<file path="src/hw/rtl/bfea_pkg.sv">
// Shared types and codes of the best-fit extent allocator.
// No dependencies; imported by every module of the block.
package bfea_pkg;

	// Width of the block-number fields on the ports
	localparam int FIELD_W  = 48;
	localparam int STATUS_W = 3;

	// Request codes
	localparam logic OP_ADD   = 1'b0;
	localparam logic OP_ALLOC = 1'b1;

	// Result codes
	typedef enum logic [STATUS_W-1:0] {
		ST_ALLOCATED = 3'd0,
		ST_NO_FIT    = 3'd1,
		ST_ADDED     = 3'd2,
		ST_FULL      = 3'd3,
		ST_ZERO      = 3'd4
	} status_t;

	// Sequencer states
	typedef enum logic [1:0] {
		S_IDLE,
		S_LAUNCH,
		S_SCAN,
		S_FINISH
	} state_t;

	// Commands from the sequencer to the cell row
	typedef struct packed {
		logic scan_go;
		logic add_go;
		logic cut_go;
		logic drop_go;
	} cmd_t;

endpackage

</file>
<file path="src/hw/rtl/bfea_ctrl.sv">
// Sequencer of the allocator: takes requests, launches the search token,
// keeps the fill count and drives the result register. Depends on bfea_pkg.
module bfea_ctrl #(
	parameter int SLOTS      = 64,
	parameter int BLOCK_BITS = 48
) (
	input  logic                                clk,
	input  logic                                arst_n,
	input  logic                                in_valid,
	output logic                                in_stall,
	input  logic                                op,
	input  logic [bfea_pkg::FIELD_W-1:0]        range_start,
	input  logic [bfea_pkg::FIELD_W-1:0]        run_length,
	output logic                                out_valid,
	input  logic                                out_stall,
	output logic [bfea_pkg::STATUS_W-1:0]       status,
	output logic [bfea_pkg::FIELD_W-1:0]        placed_start,
	output bfea_pkg::cmd_t                      cmd,
	output logic [$clog2(SLOTS+1)-1:0]          count,
	output logic [$clog2(SLOTS)-1:0]            best_idx,
	output logic [BLOCK_BITS-1:0]               req_start,
	output logic [BLOCK_BITS-1:0]               req_len,
	output logic [BLOCK_BITS-1:0]               best_waste,
	input  logic                                end_vld,
	input  logic                                end_found,
	input  logic [BLOCK_BITS-1:0]               end_waste,
	input  logic [$clog2(SLOTS)-1:0]            end_idx,
	input  logic [BLOCK_BITS-1:0]               end_start
);
	import bfea_pkg::*;

	localparam int CNT_W = $clog2(SLOTS+1);
	localparam int IDX_W = $clog2(SLOTS);
	localparam logic [CNT_W-1:0] FULL_CNT = CNT_W'(SLOTS);
	localparam logic [CNT_W-1:0] ONE_CNT  = CNT_W'(1);

	state_t                state_q, state_d;
	logic                  op_q;
	logic [BLOCK_BITS-1:0] rstart_q;
	logic [BLOCK_BITS-1:0] rlen_q;
	logic [CNT_W-1:0]      count_q;
	logic                  found_q;
	logic [BLOCK_BITS-1:0] waste_q;
	logic [IDX_W-1:0]      best_q;
	logic [BLOCK_BITS-1:0] bstart_q;
	logic                  out_valid_q;
	status_t               status_q;
	logic [FIELD_W-1:0]    placed_q;

	logic                  accept;
	logic                  push;
	logic                  add_ok;
	status_t               res_status;
	logic [FIELD_W-1:0]    res_placed;

	// Next state
	always_comb begin
		state_d = state_q;
		case (state_q)
			S_IDLE: begin
				if (in_valid) begin
					state_d = (op == OP_ALLOC) ? S_LAUNCH : S_FINISH;
				end
			end
			S_LAUNCH: begin
				state_d = S_SCAN;
			end
			S_SCAN: begin
				if (end_vld) begin
					state_d = S_FINISH;
				end
			end
			S_FINISH: begin
				if (!out_valid_q || !out_stall) begin
					state_d = S_IDLE;
				end
			end
			default: begin
				state_d = S_IDLE;
			end
		endcase
	end

	// Outputs of the sequencer
	always_comb begin
		in_stall    = (state_q != S_IDLE);
		accept      = in_valid && (state_q == S_IDLE);
		push        = (state_q == S_FINISH) && (!out_valid_q || !out_stall);
		add_ok      = (rlen_q != '0) && (count_q != FULL_CNT);
		cmd.scan_go = (state_q == S_LAUNCH);
		cmd.add_go  = push && (op_q == OP_ADD) && add_ok;
		cmd.cut_go  = push && (op_q == OP_ALLOC) && found_q && (waste_q != '0);
		cmd.drop_go = push && (op_q == OP_ALLOC) && found_q && (waste_q == '0);
	end

	// Result of the finished request
	always_comb begin
		res_placed = '0;
		if (op_q == OP_ADD) begin
			if (rlen_q == '0) begin
				res_status = ST_ZERO;
			end else if (count_q == FULL_CNT) begin
				res_status = ST_FULL;
			end else begin
				res_status = ST_ADDED;
			end
		end else if (found_q) begin
			res_status = ST_ALLOCATED;
			res_placed = FIELD_W'(bstart_q);
		end else begin
			res_status = ST_NO_FIT;
		end
	end

	// Control registers
	always_ff @(posedge clk or negedge arst_n) begin
		if (!arst_n) begin
			state_q     <= S_IDLE;
			count_q     <= '0;
			out_valid_q <= 1'b0;
		end else begin
			state_q <= state_d;
			if (cmd.add_go) begin
				count_q <= count_q + ONE_CNT;
			end else if (cmd.drop_go) begin
				count_q <= count_q - ONE_CNT;
			end
			if (push) begin
				out_valid_q <= 1'b1;
			end else if (!out_stall) begin
				out_valid_q <= 1'b0;
			end
		end
	end

	// Latch the request, the search outcome and the result
	always_ff @(posedge clk) begin
		if (accept) begin
			op_q     <= op;
			rstart_q <= BLOCK_BITS'(range_start);
			rlen_q   <= BLOCK_BITS'(run_length);
		end
		if ((state_q == S_SCAN) && end_vld) begin
			found_q  <= end_found;
			waste_q  <= end_waste;
			best_q   <= end_idx;
			bstart_q <= end_start;
		end
		if (push) begin
			status_q <= res_status;
			placed_q <= res_placed;
		end
	end

	assign out_valid    = out_valid_q;
	assign status       = status_q;
	assign placed_start = placed_q;
	assign count        = count_q;
	assign best_idx     = best_q;
	assign req_start    = rstart_q;
	assign req_len      = rlen_q;
	assign best_waste   = waste_q;

endmodule

</file>
<file path="config.mk">
export PLATFORM = sky130hd
export DESIGN_NAME = bfea_ctrl
export DESIGN_NICKNAME = d
export VERILOG_FILES = /design/src/hw/rtl/bfea_pkg.sv /design/src/hw/rtl/bfea_ctrl.sv
export SDC_FILE = /design/constraint.sdc
export NUM_CORES = 1
export LEC_CHECK = 0
export BUFFER_PORTS_ARGS = -buffer_cell sky130_fd_sc_hd__buf_4
export CAP_MARGIN = 25
export CORE_AREA = 2 2 165 167
export CTS_CLUSTER_DIAMETER = 30
export DETAILED_ROUTE_END_ITERATION = 10
export DIE_AREA = 0 0 167 169
export SYNTH_ARGS = -nofsm -noshare
export SYNTH_HDL_FRONTEND = slang
export SYNTH_SLANG_ARGS = --single-unit
</file>
<file path="constraint.sdc">
create_clock -name clk -period 4.14 [get_ports clk]
set_input_delay 0.207 -clock clk [delete_from_list [all_inputs] [get_ports clk]]
set_output_delay 0.207 -clock clk [all_outputs]
set_load 0.02 [all_outputs]
</file>
==> results of run 1 <==
[cell type report]
class	instances	area (µm²)
multi-input combinational	147	1040
fill	1937	10100
sequential	261	7790
inverter	10	37.5
clock buffer	61	1460
clock inverter	41	427
antenna	5	12.5
tap	341	427
timing repair buffer	626	5220
[registers in the layout (all words and copies together) (netlist names)]
register	count
op_q	1
placed_start	48
state_q	2
status	3
req_start	48
out_valid	1
count	7
req_len	48
bstart_q	48
found_q	1
best_idx	6
best_waste	48
[how the worst min path moves through the flow]
stage            from   endpoint  slack (ps)  depth (start not counted)
6_report       arst_n  out_valid          20                          2
4_1_cts        arst_n  out_valid           7                          2
2_1_floorplan  arst_n   count[0]         -90                          0
3_5_place_dp   arst_n   count[3]          40                          1
5_1_grt        arst_n  out_valid          20                          2
3_3_place_gp   arst_n   count[3]          50                          1
[stage by stage]
stage / area [µm²] / util / total power, mW / hold slack (ps) / instances
floorplan: 8900 / - / 4.99 / -88.6 / 429
global placement: 12500 / 0.471 / 5.99 / 47.4 / 1183
detailed placement: 12500 / 0.471 / 6.02 / 44.7 / 1183
CTS: 16400 / 0.619 / 10.6 / 6.53 / 1487
global route: 16400 / 0.619 / 11.0 / 17.6 / 1492
finish: 16400 / 0.619 / 10.5 / 18.3 / 1492
[metal layers]
layer  vias up  GRT usage  routed length [µm]
li1       3090          -                   -
met1      3276      0.199               10000
met2       351      0.358               15300
met3        50     0.0975                3200
met4         0     0.0798                 838
met5         -          0                   0
[kinds of logic after synthesis]
kind of cell | after synthesis
buffers and inverters | 21
DFF | 261
adders and majority gates | 11
AOI/OAI and AO/OA | 21
muxes | 6
xor gates and xnor gates | 4
and+or+nand+nor | 105
[cells in the final DEF (no fill, tap or decap), types with 3 or more instances in the layout]
cell type	instances
buf_4	423
edfxtp_1	251
dlygate4sd3_1	202
clkbuf_16	58
and3_1	48
nor4_1	24
clkinvlp_4	11
ha_1	10
dfrtp_1	10
inv_1	9
clkinv_1	9
clkinv_2	8
nand2_1	7
o21ai_0	7
bufinv_16	7
diode_2	5
nand4_1	5
nor2_1	5
a21oi_1	5
mux2_2	5
nor3_1	3
xnor2_1	3
clkbuf_1	3
clkinv_4	3
[worst register-to-register path: cells and delay by family (launching register included)]
kind / cells / cell delay, ps
simple gates: 4 / 1410
compound gates: 4 / 820
fa+ha+maj: 1 / 340
flops: 1 / 420
xor+xnor: 1 / 140
[power by group]
part	switching, mW	internal (mW)	leakage (nW)	total, mW
sequential	0.233	3.58	2.45	3.81
clock	1.41	2.97	0.893	4.38
combinational	1.37	0.982	3.50	2.35
[what timing repair did]
item,in CTS,in global routing
setup endpoints to repair,0,0
resized for setup,0,0
hold buffers,202,0
endpoints found under the hold margin,212,0
==> metrics.csv, run 1 <==
metric;value;unit
vias in the first global route;7564;
post-route ant nets;0;
routability cong.;0.809;
largest net degree at the start of global routing;54;
Period minus WS final;3220;ps
syn avg cell area;20.7;µm²
total setup buffers inserted after CTS;0;
Async S/R FF share, synth;0.0383;
r2r setup slk;920;ps
FP Rows;60;
crit path buf inv count;0;
GRT Overall Usage;0.200;
total CTS buffers;56;
Final setup viols;0;
largest family of logic cells by synthesized area;simple AND/OR/NAND/NOR gates;
share of layout cells above drive strength 1;0.458;
NumNets Final;1318;
clk_skew;31.4;ps
Initial Utilization;0.336;
vias;6767;
worst skew pair latency;550;ps
post-synthesis compound-gate area fraction;0.0170;
core area;0.0265;mm²
RSZ-0062 raised after global routing;no;
Synth Net Count;645;
kind of critical path;flop to flop;
WL final;29400;µm
Die Width;167;µm
CTS tree;done;
Worst Hold Class;input pin to asynchronous set/reset pin;
crit path from;req_len[12];
Max-Cap Viols;0;
Reg clk slew, reported paths;50;ps
Post-Synth Adder-Cell Area;0.0163;
cell with the most instances after synthesis;edfxtp_1;
r2r worst-path depth;10;
Tcrit/Tclk final;0.777;
max-slew violation count;0;
io pins;419;
critical path's top delay family;simple AND/OR/NAND/NOR gates;
Post-synth EDFFs;251;
via/cell ratio;4.54;
PortBufs;418;
Tightest Pin Transition;819;ps
DRC Markers;0;
Leak;6.84;nW
Levels on crit path;10;
H-Tree Depth;2;
simple logic cell fraction of the synthesized area;0.0711;
synthesis-to-layout area growth;84.4;%
TNS Setup;0;ps
Final Hold Fails;0;
CTS max path bufs;3;
Critical Path End;count[6];
clk sinks;261;
PD cells;643;mW/mm²
reg2reg end;count[6];
critical path data required time;4580;ps
die area;0.0282;mm²
CP max FO;7;
setup slack after layout;923;ps
Synth area leaders;edfxtp_1, and3_1, dfrtp_1;
ys flop type;edfxtp_1;
Seq cells post-synth;261;
first-pass GRT wire length;42800;µm
mux contribution to synthesized area;0.00745;
critical path's slowest cell;or3_1;
crit path DAT;3660;ps
CTS Root Cell;clkbuf_16;
fmax;0.311;GHz
CP startpoint kind;flop;
Die Ht;169;µm
grt ovf;0;
initial antenna violation count;4;
DP HPWL;18800;µm
share of Yosys cell area claimed by the top area cell type;0.847;
cells along the critical path;nor4_1 > nand4_1 > or3_1 > nand2_1 > ha_1 > a211oi_1 > o21ai_0 > o211a_1 > a32oi_1 > xnor2_1;
sequential fraction of the synthesis area;0.875;
synth cell count leaders;edfxtp_1, and3_1, nor4_1;
CP max stage delay;530;ps
Synthesis Warnings;0;
relative slew slack;0.454;
cell taking the most area after synthesis;edfxtp_1;
Synth Cell Area;0.00890;mm²
Initial DRC Count;519;
cell count after synthesis;429;
drt wl/cell;19.7;µm
router iterations before antenna repair;4;
crit end category;flop;
Distinct cells, synth;36;
status;completed;
worst vdd ir;0.518;mV
dpl ws;929;ps
R2R Path Start;req_len[12];
XOR/XNOR Fraction of Synth Area;0.00394;
Note: power is estimated with default switching activity, not from simulation.
==> run 2, diff against run 1 <==
clock period = 3.3 ns   (was 4.14 ns; I/O delays follow)
==> run 2 against run 1 <==
Effect of this change:
- first-iteration DRC count fell by 14%
- power rose by 28%
- setup slack got worse by 640 ps
- cell area rose by 0.49%
- hold slack improved by 27 ps
- global-route usage rose by 0.90 points
- critical endpoint is now count[5]
- largest power group unchanged
- highest routed layer unchanged
==> metrics.csv, run 2 (same netlist as run 1, synthesis figures left out) <==
metric;value;unit;change
vias in the first global route;7344;;-2.9%
PortBufs;418;;unchanged
Period minus WS final;3010;ps;-204 ps
initial antenna violation count;2;;-2
clk sinks;261;;unchanged
routability cong.;0.846;;+4.5%
total CTS buffers;54;;-3.6%
Tcrit/Tclk final;0.913;;+0.136
io pins;419;;unchanged
critical path data required time;3720;ps;-860 ps
CP max stage delay;460;ps;-70 ps
relative slew slack;0.405;;-0.0487
kind of critical path;flop to flop;;
WL final;30600;µm;+4.0%
via/cell ratio;4.52;;-0.27%
Reg clk slew, reported paths;50;ps;about the same
drt wl/cell;20.5;µm;+4.0%
vias;6753;;-0.21%
core area;0.0265;mm²;unchanged
cells along the critical path;nor4_1 > nand4_1 > or3_1 > nand2_1 > ha_1 > a21o_1 > a21oi_1 > nand3b_1 > nand3_1 > mux2_2;;
GRT Overall Usage;0.209;;+0.00899
DP HPWL;20400;µm;+8.4%
router iterations before antenna repair;4;;unchanged
TNS Setup;0;ps;unchanged
post-route ant nets;0;;unchanged
Clock power frac;0.425;;+0.010
dpl cells;1185;;+0.17%
max-slew violation count;0;;unchanged
Initial Utilization;0.336;;unchanged
CTS Root Cell;clkbuf_16;;
Max-Cap Viols;0;;unchanged
fin cells;1493;;+0.067%
largest net degree at the start of global routing;63;;+17%
Tightest Pin Transition;892;ps;+73.0 ps
Finished Core Util;0.622;;+0.00302
most frequent cells in the layout;buf_4, edfxtp_1, dlygate4sd3_1;;
CP startpoint kind;flop;;
Final Hold Fails;0;;unchanged
worst vdd ir;0.520;mV;+0.26%
Final setup viols;0;;unchanged
FP Rows;60;;unchanged
synthesis-to-layout area growth;85.3;%;
crit path buf inv count;0;;unchanged
Worst Hold Class;input pin to flop;;
P_int;9.64;mW;+28%
Seq pwr share;0.355;;-0.007
die area;0.0282;mm²;unchanged
fmax;0.332;GHz;+6.8%
grt ovf;0;;unchanged
critical path's slowest cell;or3_1;;
Comb pwr share;0.220;;-0.003
crit end category;flop;;
Power Total;13.5;mW;+28%
CTS max path bufs;3;;unchanged
RSZ-0062 raised after global routing;no;;
switching share of power;0.286;;-0.000663
status;completed;;
CTS tree;done;;
crit path DAT;3430;ps;-230 ps
share of layout cells above drive strength 1;0.462;;+0.00403
CP max FO;7;;unchanged
clk_skew;22.9;ps;-8.52 ps
final-layout fill cell count;1897;;-2.1%
Leak;6.89;nW;+0.71%
NumNets Final;1319;;+0.076%
Die Width;167;µm;unchanged
DRC Markers;0;;unchanged
CTS resizes;0;;unchanged
PD cells;818;mW/mm²;+27%
Net Sw Power;3.85;mW;+28%
Initial DRC Count;445;;-14%
first-pass GRT wire length;44200;µm;+3.4%
most common cell after layout, fill and taps aside;buf_4;;
Die Ht;169;µm;unchanged
critical path's top delay family;simple AND/OR/NAND/NOR gates;;
H-Tree Depth;2;;unchanged
worst skew pair latency;550;ps;about the same
## run 2: per-stage QoR
step / setup slack (ps) / hold slack (ps) / area (µm²)
2_1_floorplan: 67.7 / -131 / 8900
3_3_place_gp: 327 / 4.54 / 12500
3_5_place_dp: 282 / 1.58 / 12500
4_1_cts: 252 / 22.7 / 16500
5_1_grt: 20.1 / 61.5 / 16500
6_report: 287 / 45.2 / 16500
## run 2: worst reg2reg max path, cell delays in order (launching register included)
cell	delay [ps]
edfxtp_1	400
nor4_1	390
nand4_1	190
or3_1	460
nand2_1	270
ha_1	280
a21o_1	170
a21oi_1	240
nand3b_1	150
nand3_1	70
mux2_2	260
## run 2: per-layer routing
metal  share of wire  vias up  global-route usage
met3            0.10       61              0.0872
met2            0.52      328               0.374
met1            0.35     3270               0.219
li1                -     3094                   -
met4           0.033        0              0.0806
met5               0        -                   0
## run 2: final cells by class
type / count / area, µm² / area share
Clock inverter: 44 / 558 / 0.0338
Sequential cell: 261 / 7790 / 0.472
Antenna cell: 3 / 7.51 / 0.000455
Tap cell: 341 / 427 / 0.0259
Multi-Input combinational cell: 147 / 1040 / 0.0628
Inverter: 10 / 41.3 / 0.00250
Clock buffer: 58 / 1390 / 0.0842
Timing Repair Buffer: 629 / 5240 / 0.318
## run 2: path summary, 6_finish.rpt
kind | start | to | slack (ps) | cells after the start
worst min-delay path | end_vld | state_q[1] | 50 | 5
worst max-delay path | req_len[19] | count[5] | 290 | 10
min in group asynchronous | arst_n | state_q[0] | 660 | 3
worst min register to register | count[6] | count[6] | 510 | 1
worst max register to register | req_len[19] | count[5] | 290 | 10
max in group asynchronous | arst_n | count[5] | 2310 | 3
## run 2: power by group through the flow
stage	clock [mW]	sequential (mW)	combinational [mW]
2_1_floorplan	0	5.41	0.822
3_3_place_gp	0	4.82	2.76
3_5_place_dp	0	4.84	2.77
4_1_cts	5.78	4.79	2.98
5_1_grt	5.98	4.86	3.16
6_report	5.73	4.79	2.97
## run 2: what timing repair did
item / in CTS / in global routing
setup endpoints to repair: 0 / 0
hold endpoints to repair: 212 / 0
hold buffers: 203 / 0
setup buffers: 0 / 0
