### config.mk
export PLATFORM = sky130hd
export DESIGN_NAME = bfea_cell
export DESIGN_NICKNAME = d
export VERILOG_FILES = /design/src/hw/rtl/bfea_pkg.sv /design/src/hw/rtl/bfea_cell.sv
export SDC_FILE = /design/constraint.sdc
export NUM_CORES = 1
export LEC_CHECK = 0
export BUFFER_PORTS_ARGS = -buffer_cell sky130_fd_sc_hd__buf_2
export CORE_AREA = 2 2 220 222
export CTS_CLUSTER_DIAMETER = 200
export CTS_CLUSTER_SIZE = 40
export DETAILED_ROUTE_END_ITERATION = 8
export DIE_AREA = 0 0 222 224
export PLACE_DENSITY_LB_ADDON = 0.05
export SYNTH_ARGS = -nofsm -noshare
export SYNTH_HDL_FRONTEND = slang
export SYNTH_SLANG_ARGS = --single-unit
### constraint.sdc
create_clock -name clk -period 4.53 [get_ports clk]
set_input_delay 0.2265 -clock clk [delete_from_list [all_inputs] [get_ports clk]]
set_output_delay 0.2265 -clock clk [all_outputs]
set_load 0.03 [all_outputs]
### src/hw/rtl/bfea_pkg.sv
// Shared types and codes of the best-fit extent allocator.
// No dependencies; imported by every module of the block.
package bfea_pkg;

	// Width of the block-number fields on the ports
	localparam int FIELD_W  = 48;
	localparam int STATUS_W = 3;

	// Request codes
	localparam logic OP_ADD   = 1'b0;
	localparam logic OP_ALLOC = 1'b1;

	// Result codes
	typedef enum logic [STATUS_W-1:0] {
		ST_ALLOCATED = 3'd0,
		ST_NO_FIT    = 3'd1,
		ST_ADDED     = 3'd2,
		ST_FULL      = 3'd3,
		ST_ZERO      = 3'd4
	} status_t;

	// Sequencer states
	typedef enum logic [1:0] {
		S_IDLE,
		S_LAUNCH,
		S_SCAN,
		S_FINISH
	} state_t;

	// Commands from the sequencer to the cell row
	typedef struct packed {
		logic scan_go;
		logic add_go;
		logic cut_go;
		logic drop_go;
	} cmd_t;

endpackage

### src/hw/rtl/bfea_cell.sv
// One slot of the free-range table: holds a start and a length, and takes
// part in the best-fit search token that walks the row. Depends on bfea_pkg.
module bfea_cell #(
	parameter int SLOTS      = 64,
	parameter int BLOCK_BITS = 48,
	parameter int IDX        = 0
) (
	input  logic                         clk,
	input  logic                         arst_n,
	input  bfea_pkg::cmd_t               cmd,
	input  logic [$clog2(SLOTS+1)-1:0]   count,
	input  logic [$clog2(SLOTS)-1:0]     best_idx,
	input  logic [BLOCK_BITS-1:0]        req_start,
	input  logic [BLOCK_BITS-1:0]        req_len,
	input  logic [BLOCK_BITS-1:0]        best_waste,
	input  logic [BLOCK_BITS-1:0]        nxt_start,
	input  logic [BLOCK_BITS-1:0]        nxt_len,
	output logic [BLOCK_BITS-1:0]        slot_start,
	output logic [BLOCK_BITS-1:0]        slot_len,
	input  logic                         tok_in_vld,
	input  logic                         tok_in_found,
	input  logic [BLOCK_BITS-1:0]        tok_in_waste,
	input  logic [$clog2(SLOTS)-1:0]     tok_in_idx,
	input  logic [BLOCK_BITS-1:0]        tok_in_start,
	output logic                         tok_out_vld,
	output logic                         tok_out_found,
	output logic [BLOCK_BITS-1:0]        tok_out_waste,
	output logic [$clog2(SLOTS)-1:0]     tok_out_idx,
	output logic [BLOCK_BITS-1:0]        tok_out_start
);
	import bfea_pkg::*;

	localparam int CNT_W = $clog2(SLOTS+1);
	localparam int IDX_W = $clog2(SLOTS);
	localparam logic [CNT_W-1:0] MY_CNT = CNT_W'(IDX);
	localparam logic [IDX_W-1:0] MY_IDX = IDX_W'(IDX);

	logic [BLOCK_BITS-1:0] start_q;
	logic [BLOCK_BITS-1:0] len_q;
	logic                  vld_q;
	logic                  found_q;
	logic [BLOCK_BITS-1:0] waste_q;
	logic [IDX_W-1:0]      idx_q;
	logic [BLOCK_BITS-1:0] bstart_q;

	logic                  live;
	logic                  fits;
	logic [BLOCK_BITS-1:0] diff;
	logic                  take;

	assign slot_start = start_q;
	assign slot_len   = len_q;

	// Compare this slot's leftover against the best so far
	always_comb begin
		live = MY_CNT < count;
		fits = live && (len_q >= req_len);
		diff = len_q - req_len;
		take = fits && (!tok_in_found || (diff < tok_in_waste));
	end

	// Register the search token, then hand it on to the next cell
	always_ff @(posedge clk or negedge arst_n) begin
		if (!arst_n) begin
			vld_q <= 1'b0;
		end else begin
			vld_q <= tok_in_vld;
		end
	end

	always_ff @(posedge clk) begin
		if (tok_in_vld) begin
			found_q  <= tok_in_found || take;
			waste_q  <= take ? diff : tok_in_waste;
			idx_q    <= take ? MY_IDX : tok_in_idx;
			bstart_q <= take ? start_q : tok_in_start;
		end
	end

	assign tok_out_vld   = vld_q;
	assign tok_out_found = found_q;
	assign tok_out_waste = waste_q;
	assign tok_out_idx   = idx_q;
	assign tok_out_start = bstart_q;

	// Load on add, trim the winner on a partial cut, shift down on removal
	always_ff @(posedge clk) begin
		if (cmd.add_go && (MY_CNT == count)) begin
			start_q <= req_start;
			len_q   <= req_len;
		end else if (cmd.cut_go && (MY_IDX == best_idx)) begin
			start_q <= start_q + req_len;
			len_q   <= best_waste;
		end else if (cmd.drop_go && (MY_IDX >= best_idx)) begin
			start_q <= nxt_start;
			len_q   <= nxt_len;
		end
	end

endmodule

==> results.ini, run 1 <==
[power]
p_leak_nw = 11.17
vdd_drop_max_mv = 0.2056
power_density_nw_per_um2 = 245.2

[worst_setup_path]
critPathMaxFanout = 13
path_class = reg2reg
end_kind = register
startpoint_type = register
cp.required_ps = 4790
arrival_ps = 5220

[timing]
hold_viol_final = 0
finClkSkew_ps = 15.64
report.final.setup_viol = 102
rsz0062_at_grt = true
tightest_slew_ps = 999.5
timing.final.crit_share_pct = 109.4
tns_ps = -36900
fmax_ghz = 0.2017
worst_slack_ps = -427.7
drv_slew = 0
relSlewSlack_pct = 33.12
period_minus_slack_ps = 4958

[yosys]
ys_seq_area_share_pct = 36.67
synthArstFlopShare_pct = 0.5000
synth_flop_cell = edfxtp_1
synth.largest_area_cell = edfxtp_1
synth_top_area_share_pct = 36.52
syn_nets = 2267
postSynthAreaPerCell_um2 = 9.298
netlist_top_cells_area = edfxtp_1 (37%), ha_1 (11%), mux2_4 (6.7%), nand2_1 (5.2%), a21oi_1 (5.1%)
synth_enable_flop_cells = 199
synth_cell_types = 80
ys_seq_elements = 200
yosys_warnings = 0
syn-instance-count = 1760
synth.cell_area_um2 = 16360

[cts]
htree_num_levels = 4
clock_sinks = 200
clk_pin_slew_worst_paths_ps = 80
cts_root_buffer = clkbuf_16
cts_tree = yes
insertion_delay_ps = 510
cts_max_path_buffers = 2
cts_made_buffers = 17

[job]
drv_cap = 0

[floorplanning]
core_area_um2 = 47350
dieArea_um2 = 49730
die_h_um = 224
num_rows = 80
num_io_pins = 563
start_util_pct = 34.56
die_w_um = 222

[routing]
route.antenna.remaining_nets = 0
wl_um = 70900
wl_per_cell_um = 21.71
firstDrtPassIters = 6
vias = 17094
drc = 0
drtIter0Drc = 1298
viasPerCell = 5.234

[global_route]
grt_start_max_net_pins = 118
antenna_found_initial = 17
grt_pass1_wl_um = 102900
grt_overflow = 0
grt_usage_pct = 27.79
first_global_vias = 16865

[finish]
multi_input_area_um2 = 9681
final_area_um2 = 23530
syn2layout_area_growth_pct = 43.78
fillCellCount = 4664
drive_above_1_share_pct = 39.22
fin_nets = 3128
stdcell_count = 3266
area.sequential_um2 = 6001

[placement]
gp_congestion = 0.9254
hpwl_um = 57250
place_area_um2 = 21630
dp_cells = 3117
io_buffers = 561
dpl_worst_slack_ps = -538.0

[run_status]
violations = negative setup slack
status = complete, but fails checks

[min_path]
hp-class = in2reg

==> state kept, by name, indices dropped and copies added (netlist names) <==
register       flops
slot_len          48
slot_start        48
tok_out_start     48
tok_out_waste     48
tok_out_idx        6
tok_out_found      1
tok_out_vld        1
==> stage by stage <==
step / hold WS, ps / power (mW) / util [%]
finish: 41.01 / 5.768 / 49.70
global route: 16.59 / 6.035 / 49.69
detailed placement: 3.113 / 4.055 / 45.69
CTS: 1.432 / 5.767 / 49.23
global placement: 0.8739 / 4.047 / 45.69
floorplan: -69.09 / 3.299 / -
==> logic make-up (layout without fill, tap and decap cells) <==
family                   after synthesis  in the layout  synth area share [%]
AO/OA/AOI/OAI                        490            491                 18.99
XOR/XNOR                              87             87                 4.656
adder cells (fa/ha/maj)              144            144                 11.10
buffers and inverters                207           1080                 5.681
flip-flops                           200            200                 36.67
multiplexers                          98             98                 8.395
other                                  0             17                     0
AND/OR/NAND/NOR                      534            534                 14.50
==> placed cells by master, fill, tap and decap left out, types with 17 or more instances in the layout <==
| master | instances |
|---|---|
| buf_2 | 560 |
| buf_4 | 273 |
| nand2_1 | 227 |
| edfxtp_1 | 199 |
| a21oi_1 | 158 |
| nor2_1 | 152 |
| ha_1 | 138 |
| inv_1 | 113 |
| dlygate4sd3_1 | 84 |
| mux2_4 | 74 |
| a31oi_1 | 72 |
| o21ai_0 | 64 |
| a21o_1 | 63 |
| xnor2_1 | 57 |
| nand4_1 | 33 |
| xor2_1 | 28 |
| nand3_1 | 25 |
| mux2_2 | 21 |
| nor3_1 | 20 |
| clkbuf_16 | 19 |
| diode_2 | 17 |
==> report_power, final <==
part | switching, mW | internal, mW
combinational | 1.04 | 0.961
clock | 0.858 | 0.722
sequential | 0.0324 | 2.16
==> routing by layer <==
| layer | GRT usage (%) | routed length (µm) | vias to the layer above | part of all wire, % |
|---|---|---|---|---|
| met5 | 0 | 0 | - | 0 |
| met4 | 9.024 | 1495 | 0 | 2.1 |
| met3 | 6.755 | 4858 | 61 | 6.9 |
| met2 | 43.35 | 32300 | 618 | 46 |
| met1 | 37.81 | 32250 | 8243 | 45 |
| li1 | - | - | 8172 | - |
==> synth_stat cells (11+ instances only) <==
cell      instances
a21o_1           63
a21oi_1         167
a31oi_1          72
clkbuf_1         72
edfxtp_1        199
ha_1            142
inv_1           113
mux2_2           21
mux2_4           73
nand2_1         228
nand3_1          25
nand4_1          33
nor2_1          155
nor3_1           20
o211ai_1         11
o21a_1           15
o21ai_0          68
o21bai_1         14
xnor2_1          59
xor2_1           28
==> what timing repair did <==
action,CTS,global route
setup endpoints to repair,102,102
hold buffers,84,0
hold endpoints to repair,81,0
pin swaps,13,5
cloned,3,2
gates resized for setup,32,20
buffers inserted,8,5
==> final timing paths <==
check | endpoint | cells after the start | start | slack (ps)
hold / removal | tok_out_waste[1] | 2 | tok_in_waste[1] | 40
setup reg to reg | tok_out_start[33] | 18 | slot_len[14] | -430
min in group asynchronous | tok_out_vld | 3 | arst_n | 530
setup / recovery | tok_out_start[33] | 18 | slot_len[14] | -430
hold reg to reg | tok_out_start[5] | 1 | slot_start[5] | 630
max in group asynchronous | tok_out_vld | 3 | arst_n | 3900
==> critical path, stage by stage (launching register included) <==
cell       delay [ps]
edfxtp_1          440
ha_4              260
a21o_1            180
a21o_1            190
a21o_1            220
a2111oi_4         420
o31ai_4           180
a21oi_4           250
o211ai_1          150
xor2_1            240
ha_1              300
a21o_1            160
a2111o_1          440
a2111oi_4         220
o22ai_2           130
a21o_4            240
buf_12            160
buf_16            190
mux2_4            300
==> final cells by class <==
type	instances	area share, %
clock inverter	15	0.6009
tap	615	3.270
inverter	113	1.803
timing repair buffer	935	25.69
sequential	200	25.50
multi-input combinational	1354	41.14
clock buffer	17	1.808
antenna	17	0.1808
Note: power is estimated with default switching activity, not from simulation.
==> run 2: changes to the inputs <==
CORE_AREA = 2 2 218 220   (was 2 2 220 222)
CTS_BUF_LIST = sky130_fd_sc_hd__clkbuf_8   (was default)
DIE_AREA = 0 0 220 222   (was 0 0 222 224)
==> run 2 against run 1 <==
- fmax is 0.75% lower
- count of clock-buffer cells in the layout is the same
- cell count is 5.5% higher
- worst setup slack got worse by 37 ps
- largest cell class unchanged
- the flow still finishes with violations (negative setup slack)
==> results.ini, run 2 (synthesis gave the netlist of run 1 again) <==
[run_status]
status = complete, but fails checks  ; unchanged
violations = negative setup slack  ; unchanged

[floorplanning]
num_io_pins = 563  ; unchanged
core_area_um2 = 46260  ; was 47350 µm²
dieArea_um2 = 48840  ; was 49730 µm²
num_rows = 79  ; was 80
die_w_um = 220  ; was 222 µm
start_util_pct = 35.38  ; was 34.56%
die_h_um = 222  ; was 224 µm

[worst_setup_path]
startpoint_type = register  ; unchanged
path_class = reg2reg  ; unchanged
path_cells = inv_2 > ha_4 > inv_2 > fa_2 > a21oi_2 > o21ai_2 > a31o_4 > a31o_1 > a21o_1 > a21oi_2 > o21ai_2 > a21oi_2 > xnor2_2 > ha_2 > a21o_1 > a2111o_1 > a2111oi_4 > o22ai_2 > a21o_4 > buf_12 > clkbuf_16 > mux2_4  ; was ha_4 > a21o_1 > a21o_1 > a21o_1 > a2111oi_4 > o31ai_4 > a21oi_4 > o211ai_1 > xor2_1 > ha_1 > a21o_1 > a2111o_1 > a2111oi_4 > o22ai_2 > a21o_4 > buf_12 > buf_16 > mux2_4
cp_slowest_stage_delay_ps = 440  ; about the same
crit_family = compound AO/OA/AOI/OAI gates  ; unchanged
critPathMaxFanout = 6  ; was 13
cpMaxStageDelayCell = a2111o_1  ; was edfxtp_1
timing.rr.end = tok_out_start[35]  ; was tok_out_start[33]
cp.required_ps = 4890  ; was 4790 ps
end_kind = register  ; unchanged
crit_top_cell = a21oi_2  ; was a21o_1
arrival_ps = 5350  ; was 5220 ps
rr_startpoint = slot_len[0]  ; was slot_len[14]
rrSetupSlack_ps = -470  ; was -430 ps
crit_buf_inv = 4  ; was 2
reg2regPathDepth = 22  ; was 18

[finish]
area.sequential_um2 = 6001  ; unchanged
drive_above_1_share_pct = 37.01  ; was 39.22%
final_cell_mix = buf_2 (560), buf_4 (280), dlygate4sd3_1 (273), nand2_1 (227), edfxtp_1 (199)  ; was buf_2 (560), buf_4 (273), nand2_1 (227), edfxtp_1 (199), a21oi_1 (158)
final_common_cell = buf_2  ; unchanged
multi_input_area_um2 = 9732  ; was 9681 µm²
fillCellCount = 4342  ; was 4664
fin_nets = 3324  ; was 3128
stdcell_count = 3447  ; was 3266
final_area_um2 = 25320  ; was 23530 µm²
syn2layout_area_growth_pct = 54.75  ; was 43.78%
final_util_pct = 54.74  ; was 49.70%

[timing]
period_minus_slack_ps = 4995  ; was 4958 ps
tightest_slew_ps = 899.7  ; was 999.5 ps
worst_slack_ps = -465.0  ; was -427.7 ps
finClkSkew_ps = 20.65  ; was 15.64 ps
hold_ws_ps = 41.21  ; was 41.01 ps
drv_slew = 0  ; unchanged
timing.final.crit_share_pct = 110.3  ; was 109.4%
fmax_ghz = 0.2002  ; was 0.2017 GHz
relSlewSlack_pct = 39.47  ; was 33.12%
tns_ps = -41560  ; was -36900 ps
rsz0062_at_grt = true  ; unchanged
hold_viol_final = 0  ; unchanged
report.final.setup_viol = 102  ; unchanged

[min_path]
min_delay_path_depth = 3  ; was 2
whs_endpoint = slot_start[9]  ; was tok_out_waste[1]
hp-class = in2reg  ; unchanged
hp-start = nxt_start[9]  ; was tok_in_waste[1]

[job]
drv_cap = 0  ; unchanged

[power]
power_density_nw_per_um2 = 219.8  ; was 245.2 nW/µm²
p_leak_nw = 11.93  ; was 11.17 nW
vdd_drop_max_mv = 0.1696  ; was 0.2056 mV

[cts]
clk_pin_slew_worst_paths_ps = 110  ; was 80 ps
cts_made_buffers = 17  ; unchanged
cts_max_path_buffers = 2  ; unchanged
clock_sinks = 200  ; unchanged
cts_root_buffer = clkbuf_8  ; was clkbuf_16
htree_num_levels = 4  ; unchanged
cts_tree = yes  ; unchanged
insertion_delay_ps = 600  ; was 510 ps

[placement]
dp_cells = 3101  ; was 3117
io_buffers = 561  ; unchanged
hpwl_um = 56390  ; was 57250 µm
place_area_um2 = 21550  ; was 21630 µm²
gp_congestion = 0.9356  ; was 0.9254

[routing]
wl_per_cell_um = 21.36  ; was 21.71 µm
drtIter0Drc = 1374  ; was 1298
wl_um = 73630  ; was 70900 µm
vias = 17873  ; was 17094
route.antenna.remaining_nets = 0  ; unchanged
viasPerCell = 5.185  ; was 5.234
firstDrtPassIters = 5  ; was 6
drc = 0  ; unchanged

[global_route]
grt_overflow = 0  ; unchanged
grt_start_max_net_pins = 87  ; was 118
grt_usage_pct = 28.49  ; was 27.79%
first_global_vias = 17383  ; was 16865
antenna_found_initial = 15  ; was 17
grt_pass1_wl_um = 103200  ; was 102900 µm

[run 2: changes by cell type in the layout (fill, tap and decap cells not counted), moves of 4 or more]
cell | previous run | this run
dlygate4sd3_1 | 84 | 273
a21oi_1 | 158 | 154
clkbuf_8 | 0 | 17
a21oi_2 | 12 | 16
clkinv_2 | 0 | 4
buf_4 | 273 | 280
ha_1 | 138 | 134
inv_6 | 5 | 1
clkbuf_16 | 19 | 6
[run 2: worst max path at each step]
stage,startpoint,to,cells after the start
detailed placement,slot_len[0],tok_out_waste[3],21
global placement,slot_len[18],tok_out_start[20],18
finish,slot_len[0],tok_out_start[35],22
CTS,slot_len[14],tok_out_start[8],18
floorplan,slot_len[14],tok_out_start[0],20
global route,slot_len[35],tok_out_start[31],19
[run 2: through the flow]
stage               total power [mW]  setup slack [ps]
floorplan                      3.299            -330.5
global placement               4.028            -424.2
detailed placement             4.038            -500.7
CTS                            5.472            -447.7
global route                   5.823            -686.1
finish                         5.567            -465.0
[run 2: where the power goes]
part | switching, mW | internal [mW] | leakage (nW)
Combinational | 1.09 | 1.08 | 9.86
Sequential | 0.0349 | 2.16 | 1.89
Clock | 0.729 | 0.471 | 0.186
[run 2: worst min-delay path: stages]
cell and delay (ps):
buf_2 70, a21oi_1 50, o21ai_0 170
[run 2: cell type report]
cell class	instances	area share, %
Inverter	113	1.675
Antenna cell	14	0.1383
Tap cell	607	2.999
Sequential cell	200	23.70
Timing Repair Buffer	1131	31.69
Clock inverter	11	0.4447
Clock buffer	17	0.9239
Multi-Input combinational cell	1354	38.43
[run 2: routing by layer]
layer  routed length (µm)  vias to the layer above  GRT usage (%)  share of wire, %
li1                     -                     8538              -                 -
met1                32960                     8567          39.25                45
met2                33950                      656          44.85                46
met3                 4436                      110          5.446               6.0
met4                 2275                        2          9.050               3.1
met5                    7                        -              0            0.0095
[run 2: repair_timing]
| item | in CTS | in global routing |
|---|---|---|
| endpoints found under the hold margin | 199 | 0 |
| pin swaps | 5 | 30 |
| gates resized for setup | 11 | 39 |
| setup endpoints to repair | 102 | 102 |
| setup buffers | 5 | 14 |
| hold buffers | 273 | 0 |
| gates cloned | 2 | 10 |
